===== config.mk =====
export PLATFORM = sky130hd
export DESIGN_NAME = gte_ctrl
export DESIGN_NICKNAME = d
export VERILOG_FILES = /design/src/sv/gte_pkg.sv /design/src/sv/gte_ctrl.sv
export SDC_FILE = /design/constraint.sdc
export NUM_CORES = 1
export LEC_CHECK = 0
export BUFFER_PORTS_ARGS = -buffer_cell sky130_fd_sc_hd__buf_2
export CORE_AREA = 4 4 41 43
export DETAILED_ROUTE_END_ITERATION = 8
export DIE_AREA = 0 0 45 47
export HOLD_SLACK_MARGIN = 0.12
export PLACE_DENSITY_LB_ADDON = 0.2
export SYNTH_ARGS = -nofsm -noshare
export SYNTH_HDL_FRONTEND = slang
export SYNTH_SLANG_ARGS = --single-unit

===== constraint.sdc =====
create_clock -name clk_i -period 1.3 [get_ports clk_i]
set_clock_uncertainty 0.15 [all_clocks]
set_input_delay 0 -clock clk_i [delete_from_list [all_inputs] [get_ports clk_i]]
set_output_delay 0 -clock clk_i [all_outputs]
set_load 0.01 [all_outputs]

===== src/sv/gte_pkg.sv =====
// ----------------------------------------------------------------------------
// Graph traversal engine package
// Shared sizes, codes and the command/status structs between the controller
// and the datapath.
// ----------------------------------------------------------------------------
`default_nettype none

package gte_pkg;

  // Storage sizes.
  localparam int MaxNodes   = 64;
  localparam int MaxAdj     = 1024;
  localparam int NodeW      = $clog2(MaxNodes);
  localparam int CntW       = $clog2(MaxNodes + 1);
  localparam int AdjW       = $clog2(MaxAdj);
  localparam int UsedW      = AdjW + 1;
  localparam int NodeCountW = 7;

  // An edge needs two free entries; beyond this fill level it is dropped.
  localparam logic [UsedW-1:0] EdgesUsedMax = UsedW'(MaxAdj - 2);

  // Configuration port.
  localparam int CfgIdxW  = 1;
  localparam int CfgDataW = NodeCountW;
  localparam logic [CfgIdxW-1:0] CfgNodeCount = 1'b0;
  localparam logic [CfgIdxW-1:0] CfgWalkMode  = 1'b1;

  // Input item kinds and walk modes.
  localparam logic KindAddEdge  = 1'b0;
  localparam logic KindTraverse = 1'b1;
  localparam logic WalkFifo     = 1'b0;

  // Stream widths.
  localparam int InDataW  = 16;
  localparam int OutDataW = 8;

  // Read address source of the list head/tail store.
  typedef enum logic [1:0] {
    HT_IN_A,
    HT_B,
    HT_NODE
  } ht_sel_e;

  typedef struct packed {
    logic [AdjW-1:0] head;
    logic [AdjW-1:0] tail;
  } ht_entry_t;

  typedef struct packed {
    logic    load_item;
    logic    edge_drop;
    ht_sel_e ht_sel;
    logic    write_a;
    logic    write_b;
    logic    trav_clear;
    logic    trav_seed;
    logic    pop;
    logic    latch_node;
    logic    edge_rd_head;
    logic    visit;
    logic    emit;
  } gte_cmd_t;

  typedef struct packed {
    logic in_kind;
    logic in_drop;
    logic src_ok;
    logic list_valid;
    logic at_tail;
    logic is_last;
    logic out_free;
  } gte_sts_t;

endpackage

`default_nettype wire


===== src/sv/gte_ctrl.sv =====
// ----------------------------------------------------------------------------
// Graph traversal engine controller
// Sequences edge appends and the pop / list walk / emit loop of a traversal.
// ----------------------------------------------------------------------------
`default_nettype none

module gte_ctrl
  import gte_pkg::*;
(
  input  wire logic     clk_i,
  input  wire logic     rst_ni,
  input  wire logic     s_valid_i,
  output logic          s_ready_o,
  input  wire gte_sts_t sts_i,
  output gte_cmd_t      cmd_o
);

  localparam logic [2:0] StIdle  = 3'd0;
  localparam logic [2:0] StWrA   = 3'd1;
  localparam logic [2:0] StWrB   = 3'd2;
  localparam logic [2:0] StPop   = 3'd3;
  localparam logic [2:0] StFetch = 3'd4;
  localparam logic [2:0] StHead  = 3'd5;
  localparam logic [2:0] StNb    = 3'd6;
  localparam logic [2:0] StEmit  = 3'd7;

  logic [2:0] state_q, state_d;

  always_comb begin
    state_d   = state_q;
    cmd_o     = '0;
    cmd_o.ht_sel = HT_IN_A;
    s_ready_o = 1'b0;
    unique case (state_q)
      StIdle: begin
        s_ready_o = 1'b1;
        if (s_valid_i) begin
          cmd_o.load_item = 1'b1;
          if (sts_i.in_kind == KindAddEdge) begin
            if (sts_i.in_drop) begin
              cmd_o.edge_drop = 1'b1;
            end else begin
              state_d = StWrA;
            end
          end else begin
            cmd_o.trav_clear = 1'b1;
            if (sts_i.src_ok) begin
              cmd_o.trav_seed = 1'b1;
              state_d = StPop;
            end
          end
        end
      end
      StWrA: begin
        cmd_o.write_a = 1'b1;
        cmd_o.ht_sel  = HT_B;
        state_d = StWrB;
      end
      StWrB: begin
        cmd_o.write_b = 1'b1;
        state_d = StIdle;
      end
      StPop: begin
        cmd_o.pop = 1'b1;
        state_d = StFetch;
      end
      StFetch: begin
        cmd_o.latch_node = 1'b1;
        cmd_o.ht_sel     = HT_NODE;
        state_d = StHead;
      end
      StHead: begin
        if (sts_i.list_valid) begin
          cmd_o.edge_rd_head = 1'b1;
          state_d = StNb;
        end else begin
          state_d = StEmit;
        end
      end
      StNb: begin
        cmd_o.visit = 1'b1;
        if (sts_i.at_tail) begin
          state_d = StEmit;
        end
      end
      StEmit: begin
        if (sts_i.out_free) begin
          cmd_o.emit = 1'b1;
          state_d = sts_i.is_last ? StIdle : StPop;
        end
      end
      default: begin
        state_d = StIdle;
      end
    endcase
  end

  always_ff @(posedge clk_i or negedge rst_ni) begin
    if (!rst_ni) begin
      state_q <= StIdle;
    end else begin
      state_q <= state_d;
    end
  end

endmodule

`default_nettype wire


==> metrics.md, run 1 <==
| Metric | Value |
|---|---|
| Max Slew Vio Count | 0 |
| Syn nets | 50 |
| Reg with most FFs | state_q |
| Min cycle time layout | 1.410 ns |
| Place WS | 0.01487 ns |
| Die width | between 40 and 50 um |
| Initial antenna violation count | 0 |
| Pwr per Cell Area | a little under 2000 mW/mm2 |
| CP endpoint kind | output pin |
| Ant. Diodes | 0 |
| # setup viols final | 14 |
| Number of synthesized register bits | 3 |
| Clock share of power | 11.2% |
| Routed WL | 1.094 mm |
| Die area | approximately 0.0021 mm2 |
| Vias/cell | 4.317 |
| Peak fanout along the critical path | 5 |
| Synth Instances | 40 |
| Clock slew at reported path FFs | 0.04 ns |
| Synth area leader | dfrtp_1 |
| Clk root buf | clkbuf_4 |
| Slew @ Worst Pin | between 0.2 and 0.3 ns |
| Syn Std Cell Area | between 200 and 300 um2 |
| Routed length per instance | between 10 and 15 um |
| Fin crit share | 108.5% |
| Max reg flops | 3 |
| Startpoint types | register |
| Status | finished with violations |
| Final instance area | roughly 750 um2 |
| Layout Utilization | roughly 58% |
| Worst Setup Slack, final | -0.1103 ns |
| Final Wtd Congestion | around 0.75 |
| Register area share after synthesis | about a quarter |
| Worst-path cell chain | buf_6, buf_6, and4b_1, buf_2 |
| Total track usage | 11.62% |
| CTS tree | yes |
| Vias in the first global route | between 400 and 500 |
| Int Pwr | approximately 0.00088 W |
| DR vias | approximately 440 |
| Critical path buffers and inverters | 3 |
| Delay-heaviest family, CP | flip-flops |
| Yosys warns | 0 |
| # hold bufs at CTS | 8 |
| WP data required | around 1.2 ns |
| DP Wirelength | 714.3 um |
| RSZ-0062 raised after global routing | true |
| Layout cells sized above 1 | between 60% and 70% |
| Fin. Hold Viols | 0 |
| Post-synthesis area per instance | a little over 7 um2 |
| CTS Buf Count | 3 |
| Antenna violation net count after detailed routing | 0 |
| Initial drt markers | 4 |
| P_sw | slightly below 0.0006 W |
| Port buffer count | 23 |
| Arrival time worst endpoint | between 1 and 1.5 ns |
| Synth cell types | 20 |
| Maximum vdd ir drop | ~0.0013 V |
| HP Class | input port to register |
| Worst-case clock buffer depth | 2 |
| Leakage | roughly 0.39 nW |
| Max-Cap Viols | 0 |
| Initial Util | between 20 and 25% |
| Register share of total power | 15.0% |
| Switching portion of total power | about two fifths |
| Cell row count | 13 |
| Chip Height | between 40 and 50 um |
| Fillers | approximately 130 |
| CORE AREA | 0.001301 mm2 |
| Pin count of the biggest net entering global routing | 11 |
| Placed instance area | 475.5 um2 |
| Worst Setup Path Type | register to output pin |
| Htree depth | 1 |
| Global-route wire length before repair | 1.787 mm |
| Slowest CP cell | dfrtp_2 |
| CTS sink cnt | 3 |
| Top cell type's share of synthesized area | 26.09% |
| Largest regs | state_q (3) |
| Achievable frequency | roughly 0.7 GHz |
| Violated checks | negative setup slack |
| DRC | 0 |
| Area Overhead vs Synth | 160.9% |
| Ports | 24 |
| First drt pass iteration count | 4 |
| Congestion Overflow GR | 0 |
| Synth top area cells | dfrtp_1 (26%), nor3b_1 (13%), nand2_1 (7.8%) |
| Max stage delay on crit path | between 0.4 and 0.5 ns |
| Comb power frac | about 74% |
| Final Net Count | 97 |
| CP most frequent cell | buf_6 |
| Slew margin rel. | 82.24% |
| Worst skew pair latency | between 0.2 and 0.25 ns |
## repair_timing
action | CTS | global route
pin swaps | 5 | 5
buffers inserted | 5 | 4
endpoints found under the setup margin | 12 | 16
endpoints found under the hold margin | 6 | 1
resized for setup | 15 | 13
cloned | 0 | 0
## kinds of logic after synthesis
kind of cell	Yosys count	share of synthesized area, %
flip-flops	3	26.09
AO/OA/AOI/OAI	6	13.48
AND/OR/NAND/NOR	23	48.26
buffers and inverters	8	12.17
## synthesized netlist by cell type
cell,instances
nand2_1,6
nor3b_1,5
inv_1,4
nor2_1,4
dfrtp_1,3
a21oi_1,2
clkbuf_1,2
o21ai_0,2
a211o_1,1
a222oi_1,1
and3_2,1
and3b_1,1
and4b_1,1
and4b_2,1
buf_2,1
buf_4,1
nand3_1,1
nor3_1,1
nor3_2,1
or2_0,1
## stage by stage
stage               TNS [ns]  hold WS [ns]  power [W]  instances
finish                -1.074       0.05974   0.001465        101
detailed placement         0       -0.3522  0.0008639         80
global placement           0       -0.3499  0.0008691         80
CTS                  -0.8519       0.06391   0.001269         97
global route          -1.895       0.09900   0.001587        101
floorplan           -0.01950       -0.4456  0.0005807         40
## power by group through the flow
stage	combinational (W)	clock [W]	sequential (W)
floorplan	0.000395	0	0.000186
global placement	0.000636	0	0.000234
detailed placement	0.000627	0	0.000236
CTS	0.000888	0.000165	0.000216
global route	0.00118	0.000182	0.000225
finish	0.00108	0.000163	0.000220
## final cells by class
class / count / area [um2] / share of cell area, %
Inverter: 4 / 15.01 / 2.000
Clock buffer: 4 / 26.28 / 3.500
Multi-Input combinational cell: 29 / 260.3 / 34.67
Timing Repair Buffer: 46 / 351.6 / 46.83
Tap cell: 15 / 18.77 / 2.500
Sequential cell: 3 / 78.83 / 10.50
## routing by layer
metal / global-route usage [%] / share of wire, % / up-vias
met5: 0 / 0 / -
met4: 0 / 0 / 0
met3: 4.981 / 9.5 / 0
met2: 22.03 / 51 / 19
met1: 12.76 / 40 / 190
li1: - / - / 227
## worst min-delay path, cell delays in order
cell and delay, ns:
buf_2 0.08, or2_0 0.11, a211o_1 0.13, a222oi_1 0.07
## layout by cell type (no fill, tap or decap), types with 3 or more instances in the layout
| master | count |
|---|---|
| buf_2 | 21 |
| buf_4 | 9 |
| dlygate4sd3_1 | 8 |
| buf_6 | 7 |
| nor3b_2 | 4 |
| nand2_1 | 4 |
| inv_1 | 4 |
| clkbuf_4 | 3 |
| dfrtp_2 | 3 |
## worst paths after layout
check                           start          to  slack [ns]  cells after the start
max                        state_q[1]    cmd_o[2]       -0.11                      4
max reg2reg                state_q[1]  state_q[0]       -0.05                      5
min reg2reg                state_q[0]  state_q[0]        0.49                      2
min in group asynchronous      rst_ni  state_q[0]        0.49                      3
min                          sts_i[5]  state_q[0]        0.06                      4
max in group asynchronous      rst_ni  state_q[1]        0.35                      3
Power figures use the tool's default switching activity.
==> inputs of run 2 (changes only) <==
- ABC_AREA: unset -> 1
==> metrics.md, run 2 <==
| Metric | Value |
|---|---|
| Area Overhead vs Synth | 110.7% (was 160.9%) |
| Min cycle time layout | 1.389 ns (was 1.410 ns) |
| Synth top area cells | dfrtp_1 (23%), inv_1 (14%), nand2_1 (11%) (was dfrtp_1 (26%), nor3b_1 (13%), nand2_1 (7.8%)) |
| Min-Delay Endpoint | state_q[2] (was state_q[0]) |
| First drt pass iteration count | 4 (unchanged) |
| Worst Setup Path Type | register to output pin (unchanged) |
| RSZ-0062 raised after global routing | true (unchanged) |
| Number of synthesized register bits | 3 (unchanged) |
| Fin crit share | 106.9% (was 108.5%) |
| DP Wirelength | 788.5 um (was 714.3 um) |
| Leakage | 0.3964 nW (was 0.3883 nW) |
| Register area share after synthesis | 22.90% (was 26.09%) |
| Port buffer count | 23 (unchanged) |
| Synth cell types | 16 (was 20) |
| Initial drt markers | 5 (was 4) |
| Dominant synthesized flop cell | dfrtp_1 (unchanged) |
| Maximum vdd ir drop | 0.0008641 V (was 0.001255 V) |
| HP Class | input port to register (unchanged) |
| CTS sink cnt | 3 (unchanged) |
| EDFF count, synth | 0 (unchanged) |
| Global-route wire length before repair | 1.587 mm (was 1.787 mm) |
| Setup_tns | -0.5165 ns (was -1.074 ns) |
| Max Slew Vio Count | 0 (unchanged) |
| Worst reg2reg endpoint | state_q[1] (was state_q[0]) |
| Hold path cells | 7 (was 4) |
| Top cell type's share of synthesized area | 22.90% (was 26.09%) |
| Die area | 0.002115 mm2 (unchanged) |
| CTS tree | yes (unchanged) |
| Max reg flops | 3 (unchanged) |
| CORE AREA | 0.001301 mm2 (unchanged) |
| Achievable frequency | 0.7198 GHz (was 0.7091 GHz) |
| Worst-case clock buffer depth | 2 (unchanged) |
| Die width | 45 um (unchanged) |
| Vias/cell | 4.211 (was 4.317) |
| Syn nets | 66 (was 50) |
| Routed WL | 1.034 mm (was 1.094 mm) |
| CTS Buf Count | 3 (unchanged) |
| Clock slew at reported path FFs | 0.04 ns (about the same) |
| Final Net Count | 110 (was 97) |
| Synth area leader | dfrtp_1 (unchanged) |
| R2r setup slk | -0.03 ns (was -0.05 ns) |
| Hold Path Origin | sts_i[4] (was sts_i[5]) |
| Peak fanout along the critical path | 4 (was 5) |
| Worst skew pair latency | 0.23 ns (was 0.24 ns) |
| Ports | 24 (unchanged) |
| Fillers | 129 (was 134) |
| Fin. Hold Viols | 0 (unchanged) |
| Post-synthesis area per instance | 5.854 um2 (was 7.194 um2) |
| Yosys warns | 0 (unchanged) |
| Layout cells sized above 1 | 56.57% (was 69.77%) |
| Placed instance area | 491.7 um2 (was 475.5 um2) |
| CP endpoint kind | output pin (unchanged) |
| Violated checks | negative setup slack (unchanged) |
| Worst reg2reg startpoint | state_q[0] (was state_q[1]) |
| Commonest cells after routing, fill and taps aside | buf_2 (22), inv_1 (10), nand2_1 (9), dlygate4sd3_1 (9), buf_4 (7) (was buf_2 (21), buf_4 (9), dlygate4sd3_1 (8)) |
| Post-synth top cells | inv_1 (12), nand2_1 (10), nor2_1 (7) (was nand2_1 (6), nor3b_1 (5), inv_1 (4), nor2_1 (4), dfrtp_1 (3)) |
| Arrival time worst endpoint | 1.24 ns (was 1.26 ns) |
| Cell row count | 13 (unchanged) |
| Total track usage | 10.36% (was 11.62%) |
| WP data required | 1.15 ns (about the same) |
| DRC | 0 (unchanged) |
| Max-Cap Viols | 0 (unchanged) |
| Htree depth | 1 (unchanged) |
| Final instance area | 690.7 um2 (was 750.7 um2) |
| Congestion Overflow GR | 0 (unchanged) |
| Slew @ Worst Pin | 0.1838 ns (was 0.2664 ns) |
| Final Wtd Congestion | 0.8014 (was 0.7480) |
| Reg with most FFs | state_q (unchanged) |
| Startpoint types | register (unchanged) |
| Ant. Diodes | 0 (unchanged) |
| Synth Instances | 56 (was 40) |
| Largest regs | state_q (3) (unchanged) |
| Clk root buf | clkbuf_4 (unchanged) |
| Commonest non-fill, non-tap cell in the layout | buf_2 (unchanged) |
| Routed length per instance | 9.070 um (was 10.83 um) |
| Pin count of the biggest net entering global routing | 6 (was 11) |
| Worst Setup Slack, final | -0.08929 ns (was -0.1103 ns) |
| Most frequent cell after synthesis | inv_1 (was nand2_1) |
| # setup viols final | 13 (was 14) |
| Vias in the first global route | 401 (was 427) |
| Slew margin rel. | 87.72% (was 82.24%) |
| Initial Util | 25.19% (was 22.12%) |
| Pwr per Cell Area | 2039 mW/mm2 (was 1951 mW/mm2) |
| Syn Std Cell Area | 327.8 um2 (was 287.8 um2) |
| DR vias | 480 (was 436) |
| Chip Height | 47 um (unchanged) |
| Post-synth ARST share | 100.0% (unchanged) |
| Initial antenna violation count | 0 (unchanged) |
| Antenna violation net count after detailed routing | 0 (unchanged) |
| Status | finished with violations (unchanged) |
| R2R depth | 7 (was 5) |
==> run 2: cell types whose count changed in the layout (fill, tap and decap cells not counted), moves of 3 or more <==
cell,change
buf_6,-5
inv_1,+6
inv_2,+3
nand2_1,+5
nand4_1,+3
nor2_1,+5
nor3_2,+4
nor3b_2,-4
==> run 2: kinds of logic (layout without fill, tap and decap cells) <==
| group | after synthesis | count (layout) | share of synthesized area (%) |
|---|---|---|---|
| buf+inv | 16 | 59 | 20.23 |
| flops | 3 | 3 | 22.90 |
| simple gates | 35 | 35 | 53.82 |
| compound gates | 2 | 2 | 3.051 |
==> run 2: worst max-delay path by stage <==
stage | from | end | slack (ns) | depth (start not counted)
after CTS | state_q[0] | cmd_o[11] | -0.06 | 6
final | state_q[1] | cmd_o[11] | -0.09 | 6
after global routing | state_q[1] | cmd_o[11] | -0.17 | 6
after global placement | state_q[2] | state_q[1] | 0.07 | 7
after detailed placement | state_q[1] | state_q[1] | 0.05 | 8
after floorplan | state_q[1] | state_q[1] | 0.01 | 8
==> run 2: critical path, cell delays in order (launching register included) <==
cell and delay (ns):
dfrtp_2 0.43, nor2_4 0.14, inv_2 0.06, nor2_4 0.09
inv_2 0.05, nor3_2 0.09, buf_2 0.14
==> run 2: timing repair <==
action                                  4_1_cts  5_1_grt
buffers inserted                              3        0
hold buffers                                  9        0
pin swaps                                     2        3
resized for setup                            11        6
endpoints found under the setup margin       10       16
endpoints found under the hold margin         6        0
==> run 2: metal layers <==
metal / wire length [um] / vias up / GRT usage [%]
met2: 517 / 19 / 17.51
met1: 448 / 202 / 12.07
met3: 60 / 2 / 2.682
met5: 0 / - / 0
met4: 8 / 0 / 5.263
li1: - / 257 / -
==> run 2: cell type report <==
type / instances / area, um2 / area share [%]
Tap cell: 15 / 18.77 / 2.717
Multi-Input combinational cell: 37 / 231.5 / 33.51
Clock buffer: 4 / 26.28 / 3.804
Timing Repair Buffer: 40 / 275.3 / 39.86
Sequential cell: 3 / 77.57 / 11.23
Inverter: 15 / 61.31 / 8.877
==> run 2: stage by stage <==
stage	setup WS (ns)	utilization (%)	hold slack, ns	instances	power [W]
floorplan	0.01057	-	-0.4456	56	0.0006938
global placement	0.06970	37.79	-0.3519	98	0.0009977
detailed placement	0.04654	37.79	-0.3516	98	0.001007
CTS	-0.06075	51.15	0.1298	114	0.001357
global route	-0.1656	53.08	0.1866	114	0.001519
finish	-0.08929	53.08	0.1229	114	0.001408
==> run 2: power by group <==
part,total (W),switching (W),internal [W]
clock,0.000164,0.0000492,0.000115
sequential,0.000233,0.0000827,0.000151
combinational,0.00101,0.000540,0.000471
==> inputs of run 3 (changes only) <==
--- a/config.mk
+++ b/config.mk
@@ -13,2 +13,3 @@
 export HOLD_SLACK_MARGIN = 0.12
+export MAX_ROUTING_LAYER = met4
 export PLACE_DENSITY_LB_ADDON = 0.2
--- a/constraint.sdc
+++ b/constraint.sdc
@@ -4,2 +4,2 @@
 set_output_delay 0 -clock clk_i [all_outputs]
-set_load 0.01 [all_outputs]
+set_load 0.005 [all_outputs]
==> metrics.md, run 3 (synthesized netlist as in run 2, its figures left out) <==
| Metric | Value |
|---|---|
| Routed WL | 1.023 mm (was 1.034 mm) |
| Worst reg2reg endpoint | state_q[1] (unchanged) |
| Die area | 0.002115 mm2 (unchanged) |
| Slew @ Worst Pin | 0.1838 ns (unchanged) |
| # setup viols final | 12 (was 13) |
| Total track usage | 10.69% (was 10.36%) |
| Layout cells sized above 1 | 56.57% (unchanged) |
| Finished Layout Cells | 114 (unchanged) |
| Placed Instances | 98 (unchanged) |
| DRC | 0 (unchanged) |
| Commonest cells after routing, fill and taps aside | buf_2 (23), inv_1 (10), nand2_1 (9), dlygate4sd3_1 (9), buf_4 (8) (was buf_2 (22), inv_1 (10), nand2_1 (9), dlygate4sd3_1 (9), buf_4 (7)) |
| Initial antenna violation count | 0 (unchanged) |
| CORE AREA | 0.001301 mm2 (unchanged) |
| Die width | 45 um (unchanged) |
| Maximum vdd ir drop | 0.0008126 V (was 0.0008641 V) |
| Achievable frequency | 0.7300 GHz (was 0.7198 GHz) |
| Max reg flops | 3 (unchanged) |
| Startpoint types | register (unchanged) |
| Commonest non-fill, non-tap cell in the layout | buf_2 (unchanged) |
| CP endpoint kind | output pin (unchanged) |
| FF/Latch Area | 77.57 um2 (unchanged) |
| HP Class | input port to register (unchanged) |
| Layout Utilization | 52.31% (was 53.08%) |
| Port buffer count | 23 (unchanged) |
| Routed length per instance | 8.974 um (was 9.070 um) |
| Vias/cell | 4.096 (was 4.211) |
| Congestion Overflow GR | 0 (unchanged) |
| First drt pass iteration count | 4 (unchanged) |
| Slew margin rel. | 87.72% (unchanged) |
| Leakage | 0.3950 nW (was 0.3964 nW) |
| Clk root buf | clkbuf_4 (unchanged) |
| CTS tree | yes (unchanged) |
| Peak fanout along the critical path | 4 (unchanged) |
| Reg with most FFs | state_q (unchanged) |
| CTS Buf Count | 3 (unchanged) |
| CTS sink cnt | 3 (unchanged) |
| Area of the multi-input gates | 231.5 um2 (unchanged) |
| Worst skew pair latency | 0.23 ns (about the same) |
| Cell row count | 13 (unchanged) |
| Pin count of the biggest net entering global routing | 6 (unchanged) |
| Final Wtd Congestion | 0.8129 (was 0.8014) |
| Initial drt markers | 5 (unchanged) |
| Hold Path Origin | sts_i[4] (unchanged) |
| Initial Util | 25.19% (unchanged) |
| DP Wirelength | 788.5 um (unchanged) |
| Chip Height | 47 um (unchanged) |
| Ports | 24 (unchanged) |
| Arrival time worst endpoint | 1.22 ns (was 1.24 ns) |
| Final Net Count | 110 (unchanged) |
| Clock slew at reported path FFs | 0.04 ns (about the same) |
| Htree depth | 1 (unchanged) |
| End of the critical path | cmd_o[11] (unchanged) |
| Largest regs | state_q (3) (unchanged) |
| Worst Setup Slack, final | -0.06989 ns (was -0.08929 ns) |
| Min cycle time layout | 1.370 ns (was 1.389 ns) |
| Vias in the first global route | 402 (was 401) |
| Status | finished with violations (unchanged) |
| Global-route wire length before repair | 1.587 mm (unchanged) |
| Worst-case clock buffer depth | 2 (unchanged) |
| R2R depth | 8 (was 7) |
| CP startpoint | state_q[1] (unchanged) |
| R2r setup slk | -0.04 ns (was -0.03 ns) |
| Antenna violation net count after detailed routing | 0 (unchanged) |
| Worst Setup Path Type | register to output pin (unchanged) |
| Fin. Hold Viols | 0 (unchanged) |
| Pwr per Cell Area | 1951 mW/mm2 (was 2039 mW/mm2) |
| Ant. Diodes | 0 (unchanged) |
| Fin crit share | 105.4% (was 106.9%) |
| Max Slew Vio Count | 0 (unchanged) |
| DR vias | 467 (was 480) |
| RSZ-0062 raised after global routing | true (unchanged) |
| WP data required | 1.15 ns (about the same) |
| Worst reg2reg startpoint | state_q[0] (unchanged) |
| Max-Cap Viols | 0 (unchanged) |
| Area Overhead vs Synth | 107.6% (was 110.7%) |
| Fillers | 130 (was 129) |
| Violated checks | negative setup slack (unchanged) |
## run 3: cell count changes in the layout (fill, tap and decap cells not counted)
cell   before  now
buf_2      22   23
buf_6       2    0
buf_4       7    8
## run 3: cell type report
type	count	area share, %
repair buffers	40	38.97
multi-input cells	37	34.01
flip-flops and latches	3	11.40
inverters	15	9.007
clock buffers	4	3.860
well taps	15	2.757
## run 3: metal layers
metal | share of wire (%) | global-route usage, %
met1 | 44 | 12.30
met2 | 51 | 17.51
met4 | 0 | 5.263
met3 | 5.7 | 2.299
met5 | 0 | -
## run 3: worst min-delay path by stage
stage	slack [ns]	end	cells past startpoint
after CTS	0.13	state_q[2]	7
final	0.13	state_q[2]	7
after detailed placement	-0.35	state_q[2]	1
after floorplan	-0.45	state_q[0]	0
after global routing	0.19	state_q[2]	7
after global placement	-0.35	state_q[2]	1
## run 3: what timing repair did
action / CTS / global route
resized for setup: 10 / 5
setup endpoints to repair: 8 / 15
hold buffers: 9 / 0
buffers inserted: 3 / 0
hold endpoints to repair: 6 / 0
pin swaps: 2 / 3
## run 3: power by group
group	internal (W)	switching, W	total [W]	leakage [nW]
logic	0.000449	0.000484	0.000933	0.346
registers	0.000151	0.0000827	0.000233	0.0345
clock network	0.000115	0.0000472	0.000162	0.0150
total	0.000714	0.000614	0.00133	0.395
## run 3: worst max-delay path, cell delays in order, from the launching register on
cell and delay (ns):
dfrtp_2 0.43, nor2_4 0.14, inv_2 0.06, nor2_4 0.09
inv_2 0.05, nor3_2 0.09, buf_2 0.13
## run 3: through the flow
stage	setup WS (ns)	area, um2	hold slack (ns)	total power, W	TNS, ns
finish	-0.06989	680.7	0.1261	0.001328	-0.3665
global route	-0.1479	680.7	0.1866	0.001444	-1.306
detailed placement	0.04654	491.7	-0.3516	0.0009551	0
CTS	-0.04299	661.9	0.1298	0.001291	-0.1908
global placement	0.06970	491.7	-0.3519	0.0009458	0
floorplan	0.05727	327.8	-0.4456	0.0006436	0
